## src/rtl/gb3_pkg.sv

```systemverilog
// Shared types and constants of the gaborish 3x3 row filter.
// Used by gb3_ctrl, gb3_datapath and gaborish_3x3_row_filter; depends on nothing.
package gb3_pkg;

    localparam int SAMPLE_BITS = 20;
    localparam int WEIGHT_BITS = 16;
    localparam int GAIN_BITS   = 17;
    localparam int CFG_BITS    = 17;
    localparam int IDX_BITS    = 2;

    localparam logic [IDX_BITS-1:0] REG_SIDE_WEIGHT = 2'd0;
    localparam logic [IDX_BITS-1:0] REG_DIAG_WEIGHT = 2'd1;
    localparam logic [IDX_BITS-1:0] REG_NORM_GAIN   = 2'd2;

    localparam logic [WEIGHT_BITS-1:0] SIDE_WEIGHT_RST = 16'd7548;
    localparam logic [WEIGHT_BITS-1:0] DIAG_WEIGHT_RST = 16'd4014;
    localparam logic [GAIN_BITS-1:0]   NORM_GAIN_RST   = 17'd38423;

    // datapath widths
    localparam int SUM_BITS  = SAMPLE_BITS + 2;
    localparam int PROD_BITS = SUM_BITS + WEIGHT_BITS + 1;
    localparam int ACC_BITS  = SAMPLE_BITS + 20;
    localparam int HI_BITS   = ACC_BITS - 16;
    localparam int HG_BITS   = HI_BITS + GAIN_BITS + 1;
    localparam int LG_BITS   = 16 + GAIN_BITS;
    localparam int RND_BITS  = HG_BITS + 1;
    localparam int Y_BITS    = RND_BITS - 16;

    // length of a result pass: from stable operands to a result at the last pipeline register
    localparam int CALC_STEPS = 4;
    localparam int CNT_BITS   = 2;

    // left column select
    localparam logic [1:0] LSEL_OLD  = 2'd0;
    localparam logic [1:0] LSEL_PREV = 2'd1;
    localparam logic [1:0] LSEL_CUR  = 2'd2;

    typedef struct packed {
        logic signed [SAMPLE_BITS-1:0] t;
        logic signed [SAMPLE_BITS-1:0] c;
        logic signed [SAMPLE_BITS-1:0] b;
    } t_column;

    typedef struct packed {
        logic       load_cur;
        logic       win_from_in;
        logic       win_from_cur;
        logic [1:0] lsel;
        logic       mid_cur;
        logic       out_load;
        logic       out_end;
    } t_dp_cmd;

    typedef struct packed {
        logic out_free;
    } t_dp_status;

endpackage

```

## src/rtl/gb3_ctrl.sv

```systemverilog
// Sequencer of the gaborish row filter: row position, result passes, output loads.
// Depends on gb3_pkg; drives gb3_datapath through t_dp_cmd.
module gb3_ctrl import gb3_pkg::*; (
    input  logic       i_clk,
    input  logic       i_rst_n,
    input  logic       i_in_valid,
    input  logic       i_last_column,
    output logic       o_in_ready,
    input  t_dp_status i_status,
    output t_dp_cmd    o_cmd
);

    localparam logic [1:0] S_IDLE = 2'd0;
    localparam logic [1:0] S_CALC = 2'd1;
    localparam logic [1:0] S_PUT  = 2'd2;

    localparam logic [1:0] MODE_MID = 2'd0;
    localparam logic [1:0] MODE_END = 2'd1;
    localparam logic [1:0] MODE_ONE = 2'd2;

    logic [1:0]          r_state, n_state;
    logic [1:0]          r_mode, n_mode;
    logic [1:0]          r_held, n_held;
    logic                r_last, n_last;
    logic [CNT_BITS-1:0] r_cnt, n_cnt;
    logic                w_accept;

    assign o_in_ready = (r_state == S_IDLE);
    assign w_accept   = i_in_valid && o_in_ready;

    always_comb begin
        n_state = r_state;
        n_mode  = r_mode;
        n_held  = r_held;
        n_last  = r_last;
        n_cnt   = r_cnt;
        o_cmd   = '0;

        case (r_mode)
            MODE_MID: begin
                o_cmd.lsel    = (r_held == 2'd2) ? LSEL_OLD : LSEL_PREV;
                o_cmd.mid_cur = 1'b0;
            end
            MODE_END: begin
                o_cmd.lsel    = LSEL_PREV;
                o_cmd.mid_cur = 1'b1;
            end
            default: begin
                o_cmd.lsel    = LSEL_CUR;
                o_cmd.mid_cur = 1'b1;
            end
        endcase
        o_cmd.out_end = (r_mode != MODE_MID);

        case (r_state)
            S_IDLE: begin
                if (w_accept) begin
                    n_last = i_last_column;
                    n_cnt  = '0;
                    if (r_held == 2'd0 && !i_last_column) begin
                        o_cmd.win_from_in = 1'b1;
                        n_held            = 2'd1;
                    end else begin
                        o_cmd.load_cur = 1'b1;
                        n_mode         = (r_held == 2'd0) ? MODE_ONE : MODE_MID;
                        n_state        = S_CALC;
                    end
                end
            end
            S_CALC: begin
                n_cnt = r_cnt + 1'b1;
                if (r_cnt == CNT_BITS'(CALC_STEPS - 1)) begin
                    n_state = S_PUT;
                end
            end
            S_PUT: begin
                if (i_status.out_free) begin
                    o_cmd.out_load = 1'b1;
                    n_cnt          = '0;
                    if (r_mode == MODE_MID && r_last) begin
                        n_mode  = MODE_END;
                        n_state = S_CALC;
                    end else if (r_mode == MODE_MID) begin
                        o_cmd.win_from_cur = 1'b1;
                        n_held             = 2'd2;
                        n_state            = S_IDLE;
                    end else begin
                        n_held  = 2'd0;
                        n_state = S_IDLE;
                    end
                end
            end
            default: begin
                n_state = S_IDLE;
            end
        endcase
    end

    always_ff @(posedge i_clk) begin
        if (!i_rst_n) begin
            r_state <= S_IDLE;
            r_mode  <= MODE_MID;
            r_held  <= 2'd0;
            r_last  <= 1'b0;
            r_cnt   <= '0;
        end else begin
            r_state <= n_state;
            r_mode  <= n_mode;
            r_held  <= n_held;
            r_last  <= n_last;
            r_cnt   <= n_cnt;
        end
    end

`ifndef NO_ASSERTIONS
    a_load_needs_room: assert property (@(posedge i_clk) disable iff (!i_rst_n)
        o_cmd.out_load |-> i_status.out_free)
        else $error("output loaded while a beat is still pending");
    a_held_range: assert property (@(posedge i_clk) disable iff (!i_rst_n)
        r_held != 2'd3)
        else $error("column count out of range");
    a_first_column: assert property (@(posedge i_clk) disable iff (!i_rst_n)
        (w_accept && r_held == 2'd0 && !i_last_column) |=> (r_state == S_IDLE && r_held == 2'd1))
        else $error("first column not simply held");
    a_single_mode: assert property (@(posedge i_clk) disable iff (!i_rst_n)
        (r_state == S_CALC && r_mode == MODE_ONE) |-> (r_held == 2'd0))
        else $error("single column pass with columns held");
`endif

endmodule

```

## src/rtl/gb3_datapath.sv

```systemverilog
// Datapath of the gaborish row filter: config registers, column window,
// four-stage multiply-accumulate pipeline, round/saturate and output register.
// Depends on gb3_pkg; commanded by gb3_ctrl.
module gb3_datapath import gb3_pkg::*; (
    input  logic                          i_clk,
    input  logic                          i_rst_n,
    input  logic                          i_cfg_we,
    input  logic [IDX_BITS-1:0]           i_cfg_index,
    input  logic [CFG_BITS-1:0]           i_cfg_data,
    input  logic signed [SAMPLE_BITS-1:0] i_top_sample,
    input  logic signed [SAMPLE_BITS-1:0] i_center_sample,
    input  logic signed [SAMPLE_BITS-1:0] i_bottom_sample,
    input  t_dp_cmd                       i_cmd,
    output t_dp_status                    o_status,
    output logic                          o_out_valid,
    input  logic                          i_out_ready,
    output logic signed [SAMPLE_BITS-1:0] o_filtered_sample,
    output logic                          o_row_end
);

    logic [WEIGHT_BITS-1:0] r_side_w;
    logic [WEIGHT_BITS-1:0] r_diag_w;
    logic [GAIN_BITS-1:0]   r_gain;

    t_column w_in_col;
    t_column r_cur, r_prev, r_old;
    t_column w_left, w_mid;

    logic signed [SUM_BITS-1:0]    r_side_sum, r_diag_sum;
    logic signed [SAMPLE_BITS-1:0] r_c1, r_c2;
    logic signed [PROD_BITS-1:0]   r_p_side, r_p_diag;
    logic signed [ACC_BITS-1:0]    r_acc;
    logic signed [HG_BITS-1:0]     r_hg;
    logic [LG_BITS-1:0]            r_lg;
    logic signed [RND_BITS-1:0]    w_round;
    logic signed [Y_BITS-1:0]      w_y;
    logic                          w_ovf;
    logic signed [SAMPLE_BITS-1:0] w_sat;

    logic                          r_out_valid;
    logic signed [SAMPLE_BITS-1:0] r_out_data;
    logic                          r_out_end;

    always_ff @(posedge i_clk) begin
        if (!i_rst_n) begin
            r_side_w <= SIDE_WEIGHT_RST;
            r_diag_w <= DIAG_WEIGHT_RST;
            r_gain   <= NORM_GAIN_RST;
        end else if (i_cfg_we) begin
            case (i_cfg_index)
                REG_SIDE_WEIGHT: r_side_w <= i_cfg_data[WEIGHT_BITS-1:0];
                REG_DIAG_WEIGHT: r_diag_w <= i_cfg_data[WEIGHT_BITS-1:0];
                REG_NORM_GAIN:   r_gain   <= i_cfg_data[GAIN_BITS-1:0];
                default: begin
                end
            endcase
        end
    end

    assign w_in_col.t = i_top_sample;
    assign w_in_col.c = i_center_sample;
    assign w_in_col.b = i_bottom_sample;

    always_ff @(posedge i_clk) begin
        if (i_cmd.load_cur) begin
            r_cur <= w_in_col;
        end
        if (i_cmd.win_from_in) begin
            r_old  <= r_prev;
            r_prev <= w_in_col;
        end else if (i_cmd.win_from_cur) begin
            r_old  <= r_prev;
            r_prev <= r_cur;
        end
    end

    always_comb begin
        case (i_cmd.lsel)
            LSEL_OLD:  w_left = r_old;
            LSEL_PREV: w_left = r_prev;
            default:   w_left = r_cur;
        endcase
        w_mid = i_cmd.mid_cur ? r_cur : r_prev;
    end

    // operands stay stable while a pass runs, so the stages free-run
    always_ff @(posedge i_clk) begin
        r_side_sum <= SUM_BITS'(w_mid.t) + SUM_BITS'(w_left.c)
                    + SUM_BITS'(r_cur.c) + SUM_BITS'(w_mid.b);
        r_diag_sum <= SUM_BITS'(w_left.t) + SUM_BITS'(r_cur.t)
                    + SUM_BITS'(w_left.b) + SUM_BITS'(r_cur.b);
        r_c1       <= w_mid.c;

        r_p_side   <= r_side_sum * $signed({1'b0, r_side_w});
        r_p_diag   <= r_diag_sum * $signed({1'b0, r_diag_w});
        r_c2       <= r_c1;

        r_acc      <= (ACC_BITS'(r_c2) <<< 16) + ACC_BITS'(r_p_side) + ACC_BITS'(r_p_diag);

        r_hg       <= $signed(r_acc[ACC_BITS-1:16]) * $signed({1'b0, r_gain});
        r_lg       <= r_acc[15:0] * r_gain;
    end

    // round half up, then clamp to the sample range
    assign w_round = RND_BITS'(r_hg) + RND_BITS'($signed({1'b0, r_lg[LG_BITS-1:16]}))
                   + RND_BITS'(32'sd32768);
    assign w_y     = w_round[RND_BITS-1:16];
    assign w_ovf   = (w_y[Y_BITS-1:SAMPLE_BITS-1] != {(Y_BITS-SAMPLE_BITS+1){w_y[Y_BITS-1]}});
    assign w_sat   = w_ovf ? {w_y[Y_BITS-1], {(SAMPLE_BITS-1){~w_y[Y_BITS-1]}}}
                           : w_y[SAMPLE_BITS-1:0];

    always_ff @(posedge i_clk) begin
        if (!i_rst_n) begin
            r_out_valid <= 1'b0;
        end else if (i_cmd.out_load) begin
            r_out_valid <= 1'b1;
        end else if (i_out_ready) begin
            r_out_valid <= 1'b0;
        end
    end

    always_ff @(posedge i_clk) begin
        if (i_cmd.out_load) begin
            r_out_data <= w_sat;
            r_out_end  <= i_cmd.out_end;
        end
    end

    assign o_status.out_free  = !r_out_valid || i_out_ready;
    assign o_out_valid        = r_out_valid;
    assign o_filtered_sample  = r_out_data;
    assign o_row_end          = r_out_end;

endmodule

```

## src/rtl/gaborish_3x3_row_filter.sv

```systemverilog
// Top level of the gaborish 3x3 row filter: sequencer plus datapath.
// Depends on gb3_pkg, gb3_ctrl and gb3_datapath.
//
// One column beat in (top, center, bottom, last flag), filtered samples out one
// column behind; the last column of a longer row yields two beats, the second with
// row_end set, and a single-column row yields one beat with row_end set. Each
// result is one run of the shared four-stage multiply-accumulate pipeline,
// then an output load that waits for room. No beat is taken during a run or
// that wait. A beat is accepted while the previous result still waits in the
// output register. Weights and gain are to be written through the plain write
// port only while the block is idle; the user is bound by this, and the block
// itself does not enforce it.
module gaborish_3x3_row_filter import gb3_pkg::*; (
    input  logic                          i_clk,
    input  logic                          i_rst_n,
    input  logic                          i_in_valid,
    output logic                          o_in_ready,
    input  logic signed [SAMPLE_BITS-1:0] i_top_sample,
    input  logic signed [SAMPLE_BITS-1:0] i_center_sample,
    input  logic signed [SAMPLE_BITS-1:0] i_bottom_sample,
    input  logic                          i_last_column,
    output logic                          o_out_valid,
    input  logic                          i_out_ready,
    output logic signed [SAMPLE_BITS-1:0] o_filtered_sample,
    output logic                          o_row_end,
    input  logic                          i_cfg_we,
    input  logic [IDX_BITS-1:0]           i_cfg_index,
    input  logic [CFG_BITS-1:0]           i_cfg_data
);

    t_dp_cmd    w_cmd;
    t_dp_status w_status;

    gb3_ctrl u_ctrl (
        .i_clk         (i_clk),
        .i_rst_n       (i_rst_n),
        .i_in_valid    (i_in_valid),
        .i_last_column (i_last_column),
        .o_in_ready    (o_in_ready),
        .i_status      (w_status),
        .o_cmd         (w_cmd)
    );

    gb3_datapath u_dp (
        .i_clk             (i_clk),
        .i_rst_n           (i_rst_n),
        .i_cfg_we          (i_cfg_we),
        .i_cfg_index       (i_cfg_index),
        .i_cfg_data        (i_cfg_data),
        .i_top_sample      (i_top_sample),
        .i_center_sample   (i_center_sample),
        .i_bottom_sample   (i_bottom_sample),
        .i_cmd             (w_cmd),
        .o_status          (w_status),
        .o_out_valid       (o_out_valid),
        .i_out_ready       (i_out_ready),
        .o_filtered_sample (o_filtered_sample),
        .o_row_end         (o_row_end)
    );

endmodule

```

## config.mk

```make
export PLATFORM = sky130hd
export DESIGN_NAME = gaborish_3x3_row_filter
export DESIGN_NICKNAME = d
export VERILOG_FILES = /design/src/rtl/gb3_pkg.sv /design/src/rtl/gb3_ctrl.sv /design/src/rtl/gb3_datapath.sv /design/src/rtl/gaborish_3x3_row_filter.sv
export SDC_FILE = /design/constraint.sdc
export NUM_CORES = 2
export LEC_CHECK = 0
export BUFFER_PORTS_ARGS = -buffer_cell sky130_fd_sc_hd__buf_2
export CAP_MARGIN = 25
export CORE_MARGIN = 2
export CORE_UTILIZATION = 60
export CTS_BUF_LIST = sky130_fd_sc_hd__clkbuf_2
export CTS_CLUSTER_SIZE = 28
export DETAILED_ROUTE_END_ITERATION = 7
export PLACE_DENSITY = 0.76
export SYNTH_ARGS = -nofsm -noshare
export SYNTH_HDL_FRONTEND = slang
export SYNTH_SLANG_ARGS = --single-unit
```

## constraint.sdc

```tcl
create_clock -name i_clk -period 21.5 [get_ports i_clk]
set_clock_uncertainty 0.15 [all_clocks]
set_input_delay 4.3 -clock i_clk [delete_from_list [all_inputs] [get_ports i_clk]]
set_output_delay 4.3 -clock i_clk [all_outputs]
set_load 0.1 [all_outputs]
```

# Word level (Yosys, flattened, before mapping)
# Cells that the tools add are included.
# word_totals
inputBits	85
reg_bits	537
# op_classes
add_sub_neg	11
reduce_logical	24
muxes	42
bitwise_logic	1
n_mul	4
eq_ne	16
# ops
cell	count
$mux 60	5
$pmux 60 s2	1
$mul 22x17->39	2
$add 21x20->22	2
$add 22x20->22	2
$add 42x18->43	1
$add 43x17->43 const B	1
$add 20x20->21	2
$mul 24x18->42	1
$add 36x39->40	1
$add 40x39->40	1
$mux 2	18
$mul 16x17->33	1
$mux 20	1
$mux 1	12
$pmux 2 s3	2
$logic_not 2->1	5
$reduce_and 5->1	2
$eq 2x1->1 const B	4
$eq 2x2->1 const B	4
$ne 2x2->1 const B	4
$pmux 2 s2	2
$reduce_and 2->1	4
$reduce_bool 2->1	4
other kinds (11)	16

# Logic depth before layout (Yosys ltp)
# depth
depth_word	8
ltp_mapped	25
mapped_depth_nobuf	24

# Modules after synthesis
# From an unflattened synthesis, not the netlist that was laid out.
# hier_totals
cells_unflattened	7697
hier_area_um2	72978.7
# by_module_without_submodules
mod	instances	area_per_inst_um2	cells_per_inst	seq_area_each_um2
gb3_datapath	1	72483.3	7635	12261.8
gb3_ctrl	1	495.5	62	180.2

# Least setup slack after synthesis
# OpenSTA, ideal clock, no wires.
# synth_timing
path_type	input -> register
from	input port i_out_ready
to	register u_dp.r_old[0] in the netlist's numbering (enable)
arrival_time_ns	16.465
n_path_buf	0
cell_stages	2
setup_slack_ns	3.962
path_cell_list	nor2b_1 -> o41ai_1
# synth_between
elab_chain_len	4
# synth_lines
item	line	source
from (decl)	gaborish_3x3_row_filter.sv:23	input logic i_out_ready,
$logic_or 1x1->1	gb3_datapath.sv:129	assign o_status.out_free = !r_out_valid || i_out_ready;
$mux 1	gb3_ctrl.sv:77	if (i_status.out_free) begin
$mux 1	gb3_ctrl.sv:55	case (r_state)
$reduce_bool 2->1 (no line)	n/a	
to (signal assigned)	gb3_datapath.sv:69	r_old <= r_prev;
to (signal assigned)	gb3_datapath.sv:72	r_old <= r_prev;
to (decl)	gb3_datapath.sv:26	t_column r_cur, r_prev, r_old;
# No other way between the ends.
# A chain may end at the register's enable or synchronous reset.

# Final worst setup path
# layout_timing
from	register u_ctrl.r_state[1]
to	output port o_in_ready
# layout_between
elab_chain_len	1
# layout_lines
item	line	source
from (decl)	gb3_ctrl.sv:21	logic [1:0] r_state, n_state;
from (signal assigned)	gb3_ctrl.sv:107	r_state <= n_state;
$logic_not 2->1	gb3_ctrl.sv:28	assign o_in_ready = (r_state == S_IDLE);
to (decl)	gaborish_3x3_row_filter.sv:17	output logic o_in_ready,
# No other way between the ends.

==> metrics <==
Highest Clock Rate 131.6 MHz; Rel. slew slack 0.2526; final setup margin 13900 ps; mux contribution to synthesized area 0.01872; HP Class flip-flop to flip-flop; Top FF cell, synth dfxtp_1; overall routing resource usage 0.2969; Initial Utilization 0.6031; clock slew at reported path FFs 110 ps; layout cell share with drive strength beyond 1 0.07093; post-CTS setup buffers 0; fillcell total 9802; clk root buf clkbuf_2; Yosys warnings 0; mean post-synth cell area 9.665 µm²; Worst setup SP type flip-flop; Site Rows 127; hpwl dp 134600 µm; Final Cell Area 75450 µm²; worst path required time 17050 ps; Seq cells post-synth 521; ys async rst share 0; Worst Path Max Fanout 12; Seq/Total Area, Yosys 0.1727; RSZ-0062 raised after global routing false; Detail Route Antenna Nets 0; actual slew at the worst max-slew pin 1120 ps; antenna violations before repair 25; post-synthesis cell area 72060 µm²; # resized after CTS 0; IO Pins 108; CTS HTree Levels 4; CTS tree done; Synthesized Nets 9480; maxcap violations 0; first-pass GRT wire length 284100 µm; largest net degree at the start of global routing 76; largest family of logic cells by synthesized area adder cells; post-synthesis xor/xnor area fraction 0.02577; GP Congestion 0.8995; I/O Buffers 107; Final Max Slew Viols 0; final core utilization 0.6314; Via density 5.518; core area 119500 µm²; Max clock buf depth 3; CTS sink cnt 521; status completed; critical path endpoint category output pin; Setup-failing EPs final 0; Post-Synth Adder-Cell Area 0.4837; synth unique cells 84; Final TNS setup 0 ps; layout overhead on the synthesized area 4.695%; via count 50729; routed len/inst 18.89 µm; 1st-iter DRT viols 3580; Num CTS Buffers 130; die height 350.6 µm; Post-synth EDFFs 201; final net count 9493; fin crit share 0.3535; Worst EP arrival 3150 ps; DRC 0; Worst-Skew Late Latency 1440 ps; complex-gate fraction of the synthesized area 0.06190; Final Hold Viols 0; cts hold-fix bufs 0; DIE AREA 122900 µm²; Synth Instances 7456; Final min period 7601 ps; simple logic cell fraction of the synthesized area 0.1367; pre-CTS setup slack 13660 ps; TritonRoute pass-1 iters 6; placed cell area 73930 µm²; GRT overflow 0; Crit Path Class flip-flop to output pin; detailed-route wire length 173700 µm; vias in the first global route 54664; Die W 350.6 µm
==> critical path, stage by stage, from the launching register on <==
cell     delay, ps
dfxtp_1        420
nor2_1         800
buf_2          570
==> state kept, by name (all words and copies together) (netlist names), 16 cells and up <==
name,count
u_dp.r_old,60
u_dp.r_side_w,16
u_dp.r_acc,40
u_dp.r_p_diag,39
u_dp.r_lg,17
u_dp.r_diag_w,16
u_dp.r_cur,60
u_dp.r_hg,42
u_dp.r_side_sum,22
u_dp.r_diag_sum,22
u_dp.r_prev,60
u_dp.r_c1,20
u_dp.r_c2,20
u_dp.r_p_side,39
u_dp.r_gain,17
u_dp.o_filtered_sample,20
==> metal layers <==
layer | share of wire | global-route usage | vias to the layer above | wire length (µm)
met3 | 0.094 | 0.07221 | 488 | 16260
met5 | 0.0013 | 0 | - | 228
met2 | 0.48 | 0.4925 | 2047 | 83690
li1 | - | - | 22717 | -
met1 | 0.38 | 0.3737 | 25439 | 65990
met4 | 0.043 | 0.1225 | 38 | 7525
==> cell type report <==
cell class | instances | area [µm²] | area share
Tap cell | 1612 | 2017 | 0.02673
Antenna cell | 10 | 25.02 | 0.0003317
Clock inverter | 54 | 384.1 | 0.005091
Sequential cell | 521 | 12440 | 0.1649
Multi-Input combinational cell | 5012 | 52430 | 0.6949
Inverter | 1647 | 6182 | 0.08194
Timing Repair Buffer | 157 | 1064 | 0.01410
Clock buffer | 180 | 900.9 | 0.01194
==> cells by family after synthesis <==
kind of cell / after synthesis
AO/OA/AOI/OAI: 676
XOR/XNOR: 212
adder cells (fa/ha/maj): 1939
buffers and inverters: 1923
flip-flops: 521
multiplexers: 120
AND/OR/NAND/NOR: 2065
==> cell usage after synthesis, types with 8 or more instances <==
cell / number / area share
a211oi_1: 14 / 0.0015
a21boi_0: 36 / 0.0038
a21o_1: 92 / 0.0096
a21oi_1: 167 / 0.012
a21oi_2: 10 / 0.0012
a31oi_1: 20 / 0.0017
and2_1: 626 / 0.054
and3_1: 23 / 0.0020
clkbuf_1: 270 / 0.014
dfxtp_1: 320 / 0.089
edfxtp_1: 201 / 0.084
fa_1: 1412 / 0.39
ha_1: 527 / 0.091
inv_1: 1646 / 0.086
mux2_2: 118 / 0.018
nand2_1: 962 / 0.050
nand2b_1: 27 / 0.0023
nand3_1: 77 / 0.0053
nand4_1: 18 / 0.0016
nor2_1: 227 / 0.012
nor2b_1: 25 / 0.0022
nor3_1: 39 / 0.0027
o211ai_1: 20 / 0.0021
o21a_1: 34 / 0.0035
o21ai_0: 102 / 0.0071
o21bai_1: 30 / 0.0031
o22ai_1: 61 / 0.0053
o31ai_1: 9 / 0.00094
or2_2: 8 / 0.00069
or3_1: 8 / 0.00069
xnor2_1: 171 / 0.021
xor2_1: 41 / 0.0050
==> cell usage in the layout, fill, tap and decap left out, types with 8 or more instances in the layout <==
cell / count
a21oi_1: 167
ha_1: 527
or2_2: 8
dfxtp_1: 319
nand2b_1: 26
o21bai_1: 30
nand4_1: 18
buf_2: 107
clkinv_1: 27
inv_1: 1646
nor3_1: 39
nand3_1: 76
diode_2: 10
clkinv_2: 11
edfxtp_1: 201
nor2b_1: 25
o31ai_1: 9
nand2_1: 962
o21a_1: 34
buf_4: 39
mux2_2: 118
o21ai_0: 102
and3_1: 23
o211ai_1: 20
xor2_1: 41
a21boi_0: 36
and2_1: 626
or3_1: 8
a21oi_2: 10
a21o_1: 92
nor2_1: 225
clkbuf_2: 181
a31oi_1: 20
fa_1: 1412
o22ai_1: 61
xnor2_1: 171
a211oi_1: 14
==> final timing paths <==
| kind | start | endpoint | slack (ps) | cells after the start |
|---|---|---|---|---|
| max | u_ctrl.r_state[1]$_SDFFE_PN0P_ | o_in_ready | 13900 | 2 |
| max reg2reg | u_dp.r_diag_w[2]$_SDFFE_PN1P_ | u_dp.r_p_diag[38]$_DFF_P_ | 13960 | 20 |
| min | u_dp.r_c1[2]$_DFF_P_ | u_dp.r_c2[2]$_DFF_P_ | 110 | 0 |
| min reg2reg | u_dp.r_c1[2]$_DFF_P_ | u_dp.r_c2[2]$_DFF_P_ | 110 | 0 |
==> stage by stage <==
stage | hold WS [ps] | cells
floorplan | 159.6 | 7456
global placement | 161.5 | 8938
detailed placement | 162.1 | 8939
CTS | 138.9 | 9173
global route | 135.6 | 9188
finish | 114.1 | 9193
Power is not shown: default switching activity piles up to over one toggle a cycle in this logic, so the estimate is an artifact.
